$ cat config.mk
export PLATFORM = sky130hd
export DESIGN_NAME = pbac_avg_div
export DESIGN_NICKNAME = d
export VERILOG_FILES = /design/src/rtl/core/pbac_pkg.sv /design/src/rtl/core/pbac_avg_div.sv
export SDC_FILE = /design/constraint.sdc
export NUM_CORES = 1
export LEC_CHECK = 0
export BUFFER_PORTS_ARGS = -buffer_cell sky130_fd_sc_hd__buf_4
export CORE_AREA = 2 2 63 110
export DETAILED_ROUTE_END_ITERATION = 10
export DIE_AREA = 0 0 65 112
export HOLD_SLACK_MARGIN = 0.05
export PLACE_DENSITY = 0.82
export SETUP_SLACK_MARGIN = 0.02
export SYNTH_ARGS = -nofsm -noshare
export SYNTH_HDL_FRONTEND = slang
export SYNTH_SLANG_ARGS = --single-unit
$ cat constraint.sdc
create_clock -name clk -period 3.5 [get_ports clk]
set_input_delay 0.525 -clock clk [delete_from_list [all_inputs] [get_ports clk]]
set_output_delay 0.525 -clock clk [all_outputs]
set_load 0.01 [all_outputs]
$ cat src/rtl/core/pbac_pkg.sv
// Shared widths, register codes, palette tables and result type for the
// pixel block to ASCII character block. No dependencies.
`timescale 1ns / 1ps

package pbac_pkg;

  // Default limits of the top level parameters, and the fixed height limit.
  localparam int DEF_MAX_WIDTH = 1024;
  localparam int DEF_MAX_BLOCK = 64;
  localparam int MAX_HEIGHT    = 4096;

  // Field and datapath widths.
  localparam int CHAN_W  = 8;
  localparam int SUM_W   = 10;
  localparam int GREY_W  = 8;
  localparam int CHAR_W  = 8;
  localparam int CNT_W   = 13;
  localparam int DEN_W   = CNT_W + 1;
  localparam int PROD_W  = CNT_W + GREY_W;
  localparam int NUM_W   = PROD_W + 1;
  localparam int QSTEP_W = $clog2(GREY_W);
  localparam int ROW_W   = 12;

  // Configuration port.
  localparam int WID_REG_W = 11;
  localparam int HGT_REG_W = 13;
  localparam int BLK_REG_W = 7;
  localparam int CFG_W     = 13;
  localparam int REG_IDX_W = 2;

  localparam logic [REG_IDX_W-1:0] REG_IMAGE_WIDTH  = 2'd0;
  localparam logic [REG_IDX_W-1:0] REG_IMAGE_HEIGHT = 2'd1;
  localparam logic [REG_IDX_W-1:0] REG_BLOCK_SIZE   = 2'd2;

  localparam logic [WID_REG_W-1:0] RST_WIDTH  = 11'd1024;
  localparam logic [HGT_REG_W-1:0] RST_HEIGHT = 13'd1024;
  localparam logic [BLK_REG_W-1:0] RST_BLOCK  = 7'd6;

  // Division by three: floor(s / 3) == (s * 683) >> 11 for s up to 765.
  localparam int RECIP3       = 683;
  localparam int RECIP3_SHIFT = 11;

  localparam logic [CHAR_W-1:0] NEWLINE = 8'd10;

  // Palette "@%#*+=-:. " and the smallest average that reaches each next
  // entry, i.e. ceil((1020 * k + 255) / 40) for k = 1..9.
  localparam int PAL_LEVELS = 10;
  localparam logic [CHAR_W-1:0] PALETTE [PAL_LEVELS] = '{
    8'h40, 8'h25, 8'h23, 8'h2A, 8'h2B, 8'h3D, 8'h2D, 8'h3A, 8'h2E, 8'h20
  };
  localparam logic [GREY_W-1:0] PAL_STEP [PAL_LEVELS-1] = '{
    8'd32, 8'd58, 8'd83, 8'd109, 8'd134, 8'd160, 8'd185, 8'd211, 8'd236
  };

  typedef struct packed {
    logic [CHAR_W-1:0] symbol;
    logic              last_of_run;
    logic              end_of_image;
  } out_t;

  function automatic logic [CHAR_W-1:0] pal_char(input logic [GREY_W-1:0] avg);
    logic [3:0] idx;
    idx = '0;
    for (int k = 0; k < PAL_LEVELS - 1; k++) begin
      if (avg >= PAL_STEP[k]) idx = idx + 4'd1;
    end
    return PALETTE[idx];
  endfunction

endpackage

$ cat src/rtl/core/pbac_avg_div.sv
// Iterative divider for the running block average: one quotient bit per cycle.
// Depends on pbac_pkg for the operand widths.
`timescale 1ns / 1ps

module pbac_avg_div (
  input  logic                        clk,
  input  logic                        rst,
  input  logic                        start,
  input  logic [pbac_pkg::NUM_W-1:0]  num,
  input  logic [pbac_pkg::DEN_W-1:0]  den,
  output logic                        done,
  output logic [pbac_pkg::GREY_W-1:0] quo
);
  import pbac_pkg::*;

  logic               busy;
  logic [QSTEP_W-1:0] step;
  logic [NUM_W-1:0]   rem;
  logic [NUM_W-1:0]   dsh;
  logic               ge;

  // The quotient of a weighted average never exceeds 255, so eight
  // restoring steps starting at the divisor shifted by seven are exact.
  assign ge = (rem >= dsh);

  always_ff @(posedge clk) begin
    if (rst) begin
      busy <= 1'b0;
      done <= 1'b0;
    end else if (start) begin
      busy <= 1'b1;
      done <= 1'b0;
      step <= '0;
      rem  <= num;
      dsh  <= NUM_W'(den) << (GREY_W - 1);
      quo  <= '0;
    end else if (busy) begin
      if (ge) rem <= rem - dsh;
      quo  <= {quo[GREY_W-2:0], ge};
      dsh  <= dsh >> 1;
      step <= step + QSTEP_W'(1);
      if (step == QSTEP_W'(GREY_W - 1)) begin
        busy <= 1'b0;
        done <= 1'b1;
      end
    end else begin
      done <= 1'b0;
    end
  end

endmodule

==> results of run 1 <==
flip-flops by register name, summed over array words and instances, names as in the netlist:
register / count
dsh: 21
rem: 22
busy: 1
quo: 8
done: 1
step: 3
power groups by stage:
stage,Sequential (W),Combinational (W),Clock [W]
3_3_place_gp,0.000839,0.000483,0
2_1_floorplan,0.000840,0.000355,0
3_5_place_dp,0.000841,0.000492,0
5_1_grt,0.000831,0.000559,0.000527
4_1_cts,0.000827,0.000500,0.000497
6_report,0.000826,0.000503,0.000495
cells by family after synthesis:
family	count (synthesis)
mux	4
xor+xnor	15
simple gates	120
buf+inv	42
flops	56
compound gates	91
fa+ha+maj	24
cells in the mapped netlist (2+ instances only):
cell / n / area (um^2)
dfxtp_1: 2 / 40.0
o211ai_1: 4 / 30.0
nand2_1: 54 / 203
a211o_1: 2 / 17.5
a21oi_2: 2 / 17.5
nor2b_1: 9 / 56.3
mux2i_1: 2 / 20.0
o22ai_1: 2 / 12.5
edfxtp_1: 54 / 1620
clkbuf_1: 12 / 45.0
inv_1: 28 / 105
o211ai_2: 2 / 25.0
o21a_1: 3 / 22.5
nor3_1: 6 / 30.0
nand4_1: 3 / 18.8
a21oi_1: 20 / 100
o21ai_0: 35 / 175
ha_1: 23 / 288
o31ai_1: 6 / 45.0
xor2_1: 7 / 61.3
nor2_1: 29 / 109
nand3_1: 9 / 45.0
or2_2: 3 / 18.8
mux2_2: 2 / 22.5
xnor2_1: 8 / 70.1
stage by stage:
step / area, um^2 / instances / setup slack, ns / power, W
2_1_floorplan: 3440 / 352 / 0.372 / 0.00120
3_3_place_gp: 3880 / 470 / 0.728 / 0.00132
3_5_place_dp: 3880 / 470 / 0.624 / 0.00133
4_1_cts: 4020 / 478 / 0.599 / 0.00182
5_1_grt: 4020 / 478 / 0.455 / 0.00192
6_report: 4020 / 478 / 0.602 / 0.00182
path summary, 6_finish.rpt:
kind	slack, ns	endpoint	depth (start not counted)	startpoint
worst max-delay path	0.60	rem[20]	11	rem[0]
worst min-delay path	0.40	done	2	rst
worst max register to register	0.60	rem[20]	11	rem[0]
worst min register to register	0.48	done	1	busy
metal layers:
metal / GRT usage [%] / wire length [um] / vias up
met1: 23.9 / 2850 / 1255
met3: 3.94 / 318 / 25
met5: 0 / 0 / -
met2: 40.6 / 4070 / 81
met4: 11.8 / 297 / 0
li1: - / - / 1340
cell type report:
class / count / area [um^2]
clock buffers: 7 / 133
clock inverters: 1 / 8.76
fillers: 529 / 2370
inverters: 28 / 105
multi-input cells: 254 / 1630
flip-flops and latches: 56 / 1660
well taps: 82 / 103
repair buffers: 50 / 388
worst register-to-register path, cell delays in order, from the launching register on:
cell      delay, ns
edfxtp_1       0.37
inv_1          0.07
ha_1           0.21
inv_1          0.07
fa_1           0.40
a21oi_1        0.27
o211ai_2       0.16
a31oi_4        0.25
o211ai_1       0.12
a31oi_1        0.28
a21oi_2        0.15
buf_4          0.27
cells in the final DEF (no fill, tap or decap), types with 2 or more instances in the layout:
| cell | Yosys | final |
|---|---|---|
| edfxtp_1 | 54 | 54 |
| ha_1 | 23 | 23 |
| o22ai_1 | 2 | 2 |
| clkbuf_16 | 0 | 5 |
| nand4_1 | 3 | 3 |
| a21oi_2 | 2 | 3 |
| a211o_1 | 2 | 2 |
| or2_2 | 3 | 3 |
| xnor2_1 | 8 | 8 |
| nor2b_1 | 9 | 9 |
| mux2i_1 | 2 | 2 |
| a21oi_1 | 20 | 19 |
| nand3_1 | 9 | 9 |
| xor2_1 | 7 | 7 |
| nor3_1 | 6 | 6 |
| nand2_1 | 54 | 54 |
| o211ai_1 | 4 | 4 |
| buf_4 | 0 | 49 |
| mux2_2 | 2 | 2 |
| nor2_1 | 29 | 29 |
| dfxtp_1 | 2 | 2 |
| o21a_1 | 3 | 3 |
| inv_1 | 28 | 28 |
| clkbuf_1 | 12 | 2 |
| o211ai_2 | 2 | 2 |
| o31ai_1 | 6 | 6 |
| o21ai_0 | 35 | 35 |
==> summary by stage, run 1 <==
Run status
The run finished with clean final reports.

Setup path
The gate family responsible for the most delay along the worst path is compound AO/OA/AOI/OAI gates. The maximum cell stage delay along the critical path is about 0.4 ns. Along the worst path, the maximum fanout reaches 17. The arrival time of the worst setup path is around 3 ns. The startpoint-to-endpoint class of the critical path is reg -> reg. In this design, the critical path's most frequently occurring cell is inv_1.

The critical path capture point type is a flip-flop. The critical path goes through inv_1 -> ha_1 -> inv_1 -> fa_1 -> a21oi_1 -> o211ai_2 -> a31oi_4 -> o211ai_1 -> a31oi_1 -> a21oi_2 -> buf_4. STA classifies the critical path startpoint as a flip-flop.

The critical-path cell with the highest stage delay is fa_1. For the worst setup path, the data required time is 3.53 ns. The critical path contains buffers and inverters numbering 3 combined.

Floorplan
From bottom edge to top edge, the die measures between 100 and 150 um. The floorplan step defined a die boundary enclosing 0.00728 mm^2. The boundary pin count is 48.

The core outline area is ~0.0064 mm^2. The width of the die is roughly 65 um. For this configuration, the core starts out at a cell density of between 50% and 60%.

The number of placement rows is 39.

CTS
TritonCTS built the clock tree. In this run the post-CTS setup repair buffer count came out at 0. In this run the deepest clock path goes through 2 buffers. The clock sink count is 56. After clock tree synthesis, the repair step resized 0 gates. The clock transition time at the flip-flop clock pins of the worst setup and hold paths is around 0.070 ns. The cell at the root of the clock tree is clkbuf_16.

In this run, post-CTS hold repair placed 0 buffers. The TritonCTS buffer count is 5. The clock insertion delay at the later pin of the skew report is roughly 0.30 ns. The H-tree generated during clock tree synthesis spans 2 levels.

Cells and area
The count of nets after finishing is ~460. The total inserted antenna cells is 0. From synthesis to final layout, the design area changed by 16.9%.

At the end of the flow the core is filled with cells to a little over three fifths. The fraction of layout cells with a size suffix above 1 is between 10% and 20%.

Logic synthesis
The count of mapped cells out of synthesis is between 300 and 400. By area, the combinational part of the netlist is dominated by compound AO/OA/AOI/OAI gates. The adder-cell area share of the yosys netlist is under 10%. The basic-gate share of the synthesized area counting and, or, nand and nor cells is between 10% and 20%.

The number of enable-type register cells in the synthesized netlist is 54. The number of nets handed over by synthesis was a little over 400. The post-synthesis instance area is 0.00344 mm^2. The average instance in the mapped netlist occupies 9.78 um^2. In this run, synthesis produced a sequential element count of 56.

The synthesis warning total is 0. The count of cell types in the netlist is 50. The async set-reset flop share out of synthesis is 0%. The share of the synthesized area in compound gates (AO/OA/AOI/OAI) is 17.3%.

The register area share after synthesis is between 40 and 50%. The share of synthesized area spent on multiplexers is under 10%. Summing the areas of all xor and xnor instances in the mapped netlist gives around 3.8% of the synthesized area. The most used flip-flop cell after synthesis is edfxtp_1.

STA
Across all hold checks on the routed design, the worst slack comes to about 0.40 ns. Summed over all failing endpoints, the final setup total negative slack is 0 ns. Setup violations remaining at the end of the flow were counted as 0. Derived from the worst setup path, the maximum achievable clock frequency is about 350 MHz. For the pin with the worst max-slew slack, the measured transition is around 0.6 ns. Setup repair after global routing left no endpoint under its margin. The relative max-transition margin is 59.8%. After layout, the minimum clock period comes to 2.90 ns. The maximum clock skew at final layout is about 0.011 ns. The post-route fraction of the period consumed by the critical path is about 83%. The final count of hold timing violations came to 0. The number of max-slew violations in the final report is 0.

Global route
The wire length of the first global-routing pass is around 13000 um. The initial antenna violation count is 0. The overall track demand over capacity in global routing is about 22%. The global route total overflow is 0.

The maximum number of pins on one net before global-route repair is 56. The via count of the first global-routing pass is between 2000 and 3000.

Power and ir drop
The power per cell area is roughly 450 mW/mm^2. Across the VDD grid, the largest voltage drop is around 0.26 mV. Of the total power, combinational logic draws ~28%.

Sequential cells burn a little under half of the power. The power dissipated by switching net loads is 0.000541 W. The internal power of the cells totals approximately 0.0013 W. The part of the power in the clock network is between 20 and 30%. The switching share of power is slightly below 30%. The leakage power total is roughly 1.7 nW.

Routing
The routed layout has 2701 vias. The number of iterations in the first detailed-routing pass is 4. Dividing the detail-routed wire length by the instance count gives 15.8 um. For this block, the routed nets add up to between 7000 and 8000 um of wire. The residual DRC count is 0. The detailed router's first-iteration violation count is 293.

The remaining antenna violation count is 0. Dividing the detail-routed via count by the number of cells gives around 5.7.

Flow run
The number of max-cap violations is 0.

Placement
The placer congestion estimate is 0.912. The detailed-placement wirelength estimate is around 5400 um. The number of I/O port buffers is 47.

Worst hold path
The classification of the worst-slack hold path is in -> reg.
Power figures use the tool's default switching activity.
==> inputs of run 2 (changes only) <==
CORE_AREA = 2 2 65 113   (was 2 2 63 110)
DIE_AREA = 0 0 67 115   (was 0 0 65 112)
PLACE_DENSITY = 0.81   (was 0.82)
clock period = 2.6 ns   (was 3.5 ns; I/O delays follow)
==> summary by stage, run 2 (synthesis results as in run 1) <==
Global route
The overall track demand over capacity in global routing came to 22.3% (-0.12 points). The initial antenna violation count came to 0 (unchanged). The via count of the first global-routing pass came to 2875 (-0.69%). The global route total overflow came to 0 (unchanged). The maximum number of pins on one net before global-route repair is 36 (-36%). The wire length of the first global-routing pass was 13000 um (+2.3%).

CTS
The TritonCTS buffer count is 5 (unchanged). The clock transition time at the flip-flop clock pins of the worst setup and hold paths is 0.07 ns (about the same). The maximum count of clock buffers along a single path is 2 (unchanged). TritonCTS built the clock tree. The cell sitting at the root of the clock tree is a clkbuf_16. The number of H-tree branching levels is 2 (unchanged).

The clock sink count came to 56 (unchanged). The clock insertion delay at the later pin of the skew report is 0.30 ns (about the same).

Floorplan
The boundary pin count was 48 (unchanged). The initial standard-cell utilization of the core is 50.6% (-3.3 points). The number of placement rows was 40 (+2.6%). The width of the die is 67 um (+3.1%). The core outline area is 0.00681 mm^2 (+6.5%). The vertical die dimension is 115 um (+2.7%). The die outline area was 0.00771 mm^2 (+5.8%).

Setup path
The launching element type of the critical path is a flip-flop. Tracing the worst setup path back leads to its startpoint at rem[0]. The startpoint-to-endpoint class of the critical path is reg -> reg. In this run the critical register-to-register path is captured at rem[14].

The slowest stage of the critical path is the fa_2 cell. The capturing instance or port of the critical path is rem[14]. The maximum cell stage delay along the critical path is 0.37 ns (-0.03 ns). The register-to-register path setup slack is 0.12 ns (-0.48 ns). The maximum fanout along the worst path is 4 (-13).

The sum of buffers and inverters on the critical path is 3 (unchanged). The cell with the most instances on the worst path is inv_1. The number of stages on the worst setup path is 11 (unchanged). Walking the worst path, the cells encountered are inv_1 -> ha_1 -> inv_1 -> fa_2 -> a21oi_2 -> o211ai_2 -> a31oi_4 -> buf_4 -> o21a_1 -> xnor2_1 -> mux2_2. The worst path required time is 2.65 ns (-0.88 ns). The gate family responsible for the most delay along the worst path is compound AO/OA/AOI/OAI gates.

The number of cell instances on the worst register-to-register path is 11 (unchanged). The arrival time of the worst setup path came to 2.53 ns (-0.40 ns). STA classifies the critical path endpoint as a flip-flop. In this run the critical register-to-register path is launched from rem[0].

Routing
The detailed-route wire length per cell is 16.0 um (+1.4%). The via density per instance is 5.66 (+0.25%). The post-detailed-routing wire length came to 7820 um (+3.7%). The vias after detailed routing is 2770 (+2.6%).

The number of iterations in the first detailed-routing pass is 5 (+1). The detailed router's first-iteration violation count is 275 (-6.1%). The residual DRC count is 0 (unchanged).

The remaining antenna violation count was 0 (unchanged).

Placement
The detailed-placement wirelength estimate is 5820 um (+6.8%). The number of I/O port buffers came to 47 (unchanged). The cell count after placement came to 479 (+1.9%). The placer congestion estimate is 0.931 (+2.0%).

Cells and area
The fraction of layout cells with a size suffix above 1 was 21.2% (+2.8 points). In the final layout, the registers with the most flip-flops are rem (22), dsh (21), quo (8). The relative area change from synthesis to final layout is 20.3%. The most common cell after layout, fill and taps aside is buf_4. The flip-flop count of the largest register, all copies and words added was 22 (unchanged). The count of nets after finishing is 467 (+2.0%). The total inserted antenna cells is 0 (unchanged). Ranked by flip-flop count, first place goes to rem. The number of non-filler instances in the completed layout is 489 (+2.3%). Leaving out fill and tap cells, the most frequent cells in the layout are 58 x buf_4, 54 x nand2_1, 54 x edfxtp_1.

STA
The maximum clock skew at final layout is 0.00268 ns (-0.00871 ns). The slew at the pin with the worst max-slew slack is 0.447 ns (-0.155 ns). The number of max-slew violations in the final report was 0 (unchanged). Setup repair after global routing left no endpoint under its margin. The final count of hold timing violations came to 0 (unchanged). The post-route fraction of the period consumed by the critical path is 95.5% (+13 points). The setup TNS is 0 ns (unchanged). The shortest clock period the worst path allows after layout came to 2.48 ns (-0.416 ns). The relative max-transition margin is 70.1% (+10 points). The setup violation total in the final timing report is 0 (unchanged). The highest clock rate came to 403 MHz (+17%).

Worst hold path
The min-delay analysis places its worst path in the category in -> reg. The startpoint of the tightest hold check path is rst.

Run status
The flow ran to the end, and the final reports show no timing, DRC or antenna violations.

Power and ir drop
The power per cell area is 629 mW/mm^2 (+39%). The leakage power total is 1.71 nW (+3.5%). The worst voltage drop across the vdd grid was 0.471 mV (+79%).

Flow run
The number of max-cap violations was 0 (unchanged).
run 2: through the flow:
step           hold WS, ns  util, %  setup WS, ns  area (um^2)  power, W
3_5_place_dp         0.477     58.1       -0.0661         3950   0.00183
2_1_floorplan        0.460        -        0.0919         3460   0.00161
4_1_cts              0.250     60.7        0.0438         4130   0.00261
5_1_grt              0.258     60.8        0.0109         4140   0.00273
3_3_place_gp         0.466     58.1        0.0443         3950   0.00181
6_report             0.256     60.8         0.118         4140   0.00260
run 2: layout make-up:
type / instances / area, um^2
fillers: 616 / 2670
flip-flops and latches: 56 / 1660
multi-input cells: 254 / 1650
repair buffers: 59 / 455
clock buffers: 6 / 129
inverters: 28 / 105
well taps: 84 / 105
clock inverters: 2 / 38.8
run 2: how the worst min path moves through the flow:
| stage | endpoint | slack [ns] | cells after the start |
|---|---|---|---|
| finish | done | 0.26 | 2 |
| global route | done | 0.26 | 2 |
| CTS | done | 0.25 | 2 |
| detailed placement | done | 0.48 | 1 |
| global placement | done | 0.47 | 1 |
| floorplan | done | 0.46 | 1 |
run 2: power breakdown:
part	internal, W	switching (W)	leakage (nW)
logic	0.000306	0.000407	1.09
registers	0.00109	0.0000259	0.536
clock network	0.000459	0.000318	0.0815
total	0.00185	0.000751	1.71
run 2: routing by layer:
metal | routed length, um | track usage [%] | vias up
li1 | - | - | 1361
met1 | 2950 | 24.3 | 1317
met2 | 4330 | 40.1 | 73
met3 | 251 | 3.03 | 19
met4 | 291 | 12.4 | 0
met5 | 0 | 0 | -
run 2: timing repair:
item / CTS / global route
setup endpoints to repair: 20 / 20
gates cloned: 0 / 0
hold buffers: 0 / 0
buffers inserted: 1 / 1
gates resized for setup: 1 / 2
pin swaps: 2 / 3
==> inputs of run 3 (changes only) <==
ABC_AREA = 1   (was not set)
CORE_AREA = 2 2 68 118   (was 2 2 65 113)
DIE_AREA = 0 0 70 120   (was 0 0 67 115)
PLACE_DENSITY = 0.82   (was 0.81)
==> summary by stage, run 3 <==
CTS
The TritonCTS buffer count is 5 (unchanged). TritonCTS built the clock tree. The clock sink count is 56 (unchanged). The clock transition time at the flip-flop clock pins of the worst setup and hold paths is 0.08 ns (about the same). The clock insertion delay at the later pin of the skew report is 0.30 ns (about the same). The tree is rooted in a clkbuf_16. The maximum count of clock buffers along a single path is 2 (unchanged). The number of buffers inserted by hold repair at cts is 0 (unchanged).

The number of setup buffers added after CTS is 0 (-1). The number of H-tree branching levels is 2 (unchanged).

Floorplan
The initial standard-cell utilization of the core was 51.3% (+0.69 points). The die outline area is 0.00840 mm^2 (+9.0%). The boundary pin count is 48 (unchanged). The number of placement rows is 42 (+5.0%).

The width of the die was 70 um (+4.5%). The vertical die dimension is 120 um (+4.3%). The core outline area is 0.00746 mm^2 (+9.6%).

Cells and area
The total inserted antenna cells is 0 (unchanged). The count of nets after finishing came to 632 (+35%). The library cell used most frequently in the layout, excluding fill and tap cells, is nand2_1.

The fraction of layout cells with a size suffix above 1 is 13.7% (-7.6 points). The relative area change from synthesis to final layout is 16.6%. The largest registers in the layout are rem (22), dsh (21), quo (8). The flip-flop count of the largest register, all copies and words added is 22 (unchanged). The library cells used most frequently in the layout, excluding fill and tap cells, are 189 x nand2_1, 90 x inv_1, 54 x edfxtp_1. The most flop-heavy register is rem.

Routing
The detailed router's first-iteration violation count is 191 (-31%). The post-detailed-routing wire length was 9030 um (+16%). The number of iterations in the first detailed-routing pass came to 4 (-1). The residual DRC count came to 0 (unchanged).

The remaining antenna violation count was 0 (unchanged). The vias after detailed routing was 3329 (+20%). The via density per instance is 5.06 (-11%). The detailed-route wire length per cell was 13.7 um (-14%).

Setup path
The critical-path cell with the highest stage delay is fa_1. The cell with the most instances on the worst path is nand2_1. The number of cell instances on the worst register-to-register path is 15 (+4). The maximum fanout along the worst path is 16 (+12). The critical path capture point type is a flip-flop. By startpoint and endpoint, the worst setup path is classified as reg -> reg. The arrival time of the worst setup path is 2.49 ns (-0.04 ns). The maximum cell stage delay along the critical path was 0.44 ns (+0.07 ns). The worst path required time was 2.67 ns (+0.02 ns). The register-to-register path setup slack is 0.18 ns (+0.06 ns). The startpoint identified for the worst register-to-register timing path is rem[0]. In this run the critical register-to-register path is captured at rem[11]. STA classifies the critical path startpoint as a flip-flop.

The critical path goes through inv_1 -> ha_1 -> inv_1 -> fa_1 -> nand3_1 -> nand3_2 -> nand2_1 -> nand2_1 -> nand2_1 -> nand2_1 -> nand2_1 -> nand3_1 -> nand2_1 -> inv_2 -> buf_12.

Logic synthesis
The count of mapped cells out of synthesis came to 520 (+48%). The synthesis warning total is 0 (unchanged). The post-synthesis instance area is 0.00382 mm^2 (+11%).

The post-synthesis net count was 583 (+40%). The synthesis-stage register bit count is 56 (unchanged). The most frequent cell after synthesis is nand2_1. The area share of the leading cell type in the synthesized netlist came to 42.4% (-4.7 points).

The number of enable-type register cells in the synthesized netlist is 54 (unchanged). The register area share after synthesis is 43.4% (-4.8 points). The largest area contributor in the synthesized netlist is edfxtp_1. In the synthesized netlist the dominant register cell turns out to be edfxtp_1. In the synthesized netlist, the cells that appear most often are 189 x nand2_1, 91 x inv_1, 54 x edfxtp_1, 45 x nor2_1, 34 x nand3_1. By area the synthesized netlist is led by edfxtp_1 42%, nand2_1 19%, inv_1 8.9%. The count of cell types in the netlist is 29 (-42%). The async set-reset flop share out of synthesis came to 0% (unchanged).

The mean instance size in the synthesized netlist is 7.36 um^2 (-25%).

Placement
The number of I/O port buffers is 47 (unchanged). The detailed-placement wirelength estimate is 7060 um (+21%). The placer congestion estimate came to 0.958 (+2.9%).

STA
The slew at the pin with the worst max-slew slack is 0.639 ns (+0.192 ns). The shortest clock period the worst path allows after layout is 2.42 ns (-0.0605 ns). The post-route fraction of the period consumed by the critical path came to 93.1% (-2.3 points). The worst hold slack across all endpoints is 0.277 ns (+0.0211 ns). The setup violation total in the final timing report is 0 (unchanged). The setup TNS came to 0 ns (unchanged).

The number of max-slew violations in the final report is 0 (unchanged). Setup repair after global routing left no endpoint under its margin. The relative max-transition margin came to 57.4% (-13 points). The highest clock rate is 413 MHz (+2.5%). The final count of hold timing violations is 0 (unchanged). The maximum clock skew at final layout is 0.00351 ns (+0.000836 ns).

Worst hold path
The startpoint identified for the worst hold timing path is rst. The hold-critical path endpoint is done. The number of cells traversed by the worst hold path was 2 (unchanged). The tightest min-delay check is of the in -> reg type.

Flow run
The number of max-cap violations is 0 (unchanged).

Global route
The maximum number of pins on one net before global-route repair is 73 (+100%). The global route total overflow is 0 (unchanged). The wire length of the first global-routing pass came to 15000 um (+16%).

The via count of the first global-routing pass is 3352 (+17%). The initial antenna violation count is 0 (unchanged). The overall track demand over capacity in global routing is 22.6% (+0.33 points).

Power and ir drop
The total power is 0.00255 W (-2.2%). The worst voltage drop across the vdd grid is 0.407 mV (-14%). The leakage power total is 2.25 nW (+32%). The power per cell area is 571 mW/mm^2 (-9.3%).

Run status
The flow ran to the end, and the final reports show no timing, DRC or antenna violations.
-- run 3: changes by cell type after synthesis, moves of 5 or more --
cell	previous run	this run
nor2b_1	9	1
xor2_1	7	0
nand3b_1	0	7
o31ai_1	6	0
nand2_1	54	189
xnor2_1	8	2
nand3_1	9	34
inv_1	28	91
a21oi_1	20	15
clkbuf_1	12	3
nand2_2	0	5
o21ai_0	35	19
nor2_1	29	45
-- run 3: worst max path at each step --
stage          startpoint      end  slack [ns]
2_1_floorplan      dsh[0]   rem[0]        0.29
3_3_place_gp       rem[0]  rem[19]        0.26
3_5_place_dp       rem[0]  rem[19]        0.14
4_1_cts            rem[0]  rem[12]        0.12
5_1_grt            rem[0]   rem[9]        0.05
6_report           rem[0]  rem[11]        0.18
-- run 3: cells by family (layout without fill, tap and decap cells) --
kind of cell / Yosys count / in the layout / share of synthesized area (%)
buffers and inverters: 102 / 152 / 10.1
AOI/OAI and AO/OA: 38 / 38 / 5.30
xor gates and xnor gates: 2 / 2 / 0.458
DFF: 56 / 56 / 43.4
adders and majority gates: 24 / 24 / 8.05
and+or+nand+nor: 298 / 298 / 32.6
-- run 3: area by class of cell --
class / instances / area (um^2)
Clock buffer: 5 / 125
Clock inverter: 3 / 27.5
Fill cell: 688 / 3000
Inverter: 92 / 345
Multi-Input combinational cell: 362 / 1790
Sequential cell: 56 / 1660
Tap cell: 88 / 110
Timing Repair Buffer: 52 / 403
-- run 3: through the flow --
stage                     cells  setup slack (ns)  util (%)  cell area (um^2)
after floorplan             520             0.286         -              3840
after global placement      650             0.257      57.7              4310
after detailed placement    650             0.136      57.7              4310
after CTS                   658             0.122      59.8              4460
after global routing        658            0.0521      59.8              4460
final                       658             0.178      59.8              4460
-- run 3: power by group --
part           internal (W)  switching, W  leakage [nW]  total (W)
Combinational      0.000270      0.000458          1.64   0.000728
Clock              0.000367      0.000345        0.0719   0.000711
Sequential          0.00108     0.0000247         0.537    0.00111
-- run 3: worst max-delay path: cells and delay by family (launching register included) --
kind	cells	cell delay (ns)
simple gates	9	0.84
fa+ha+maj	2	0.57
flops	1	0.37
buf+inv	4	0.41
-- run 3: routing by layer --
| metal | vias up | part of all wire (%) | global-route usage [%] |
|---|---|---|---|
| met3 | 22 | 2.4 | 2.77 |
| met2 | 60 | 57 | 44.5 |
| met1 | 1508 | 37 | 22.8 |
| li1 | 1739 | - | - |
| met5 | - | 0 | 0 |
| met4 | 0 | 3.7 | 10.5 |
-- run 3: timing repair --
item | 4_1_cts | 5_1_grt
setup endpoints to repair | 0 | 16
gates resized for setup | 0 | 1
endpoints found under the hold margin | 0 | 0
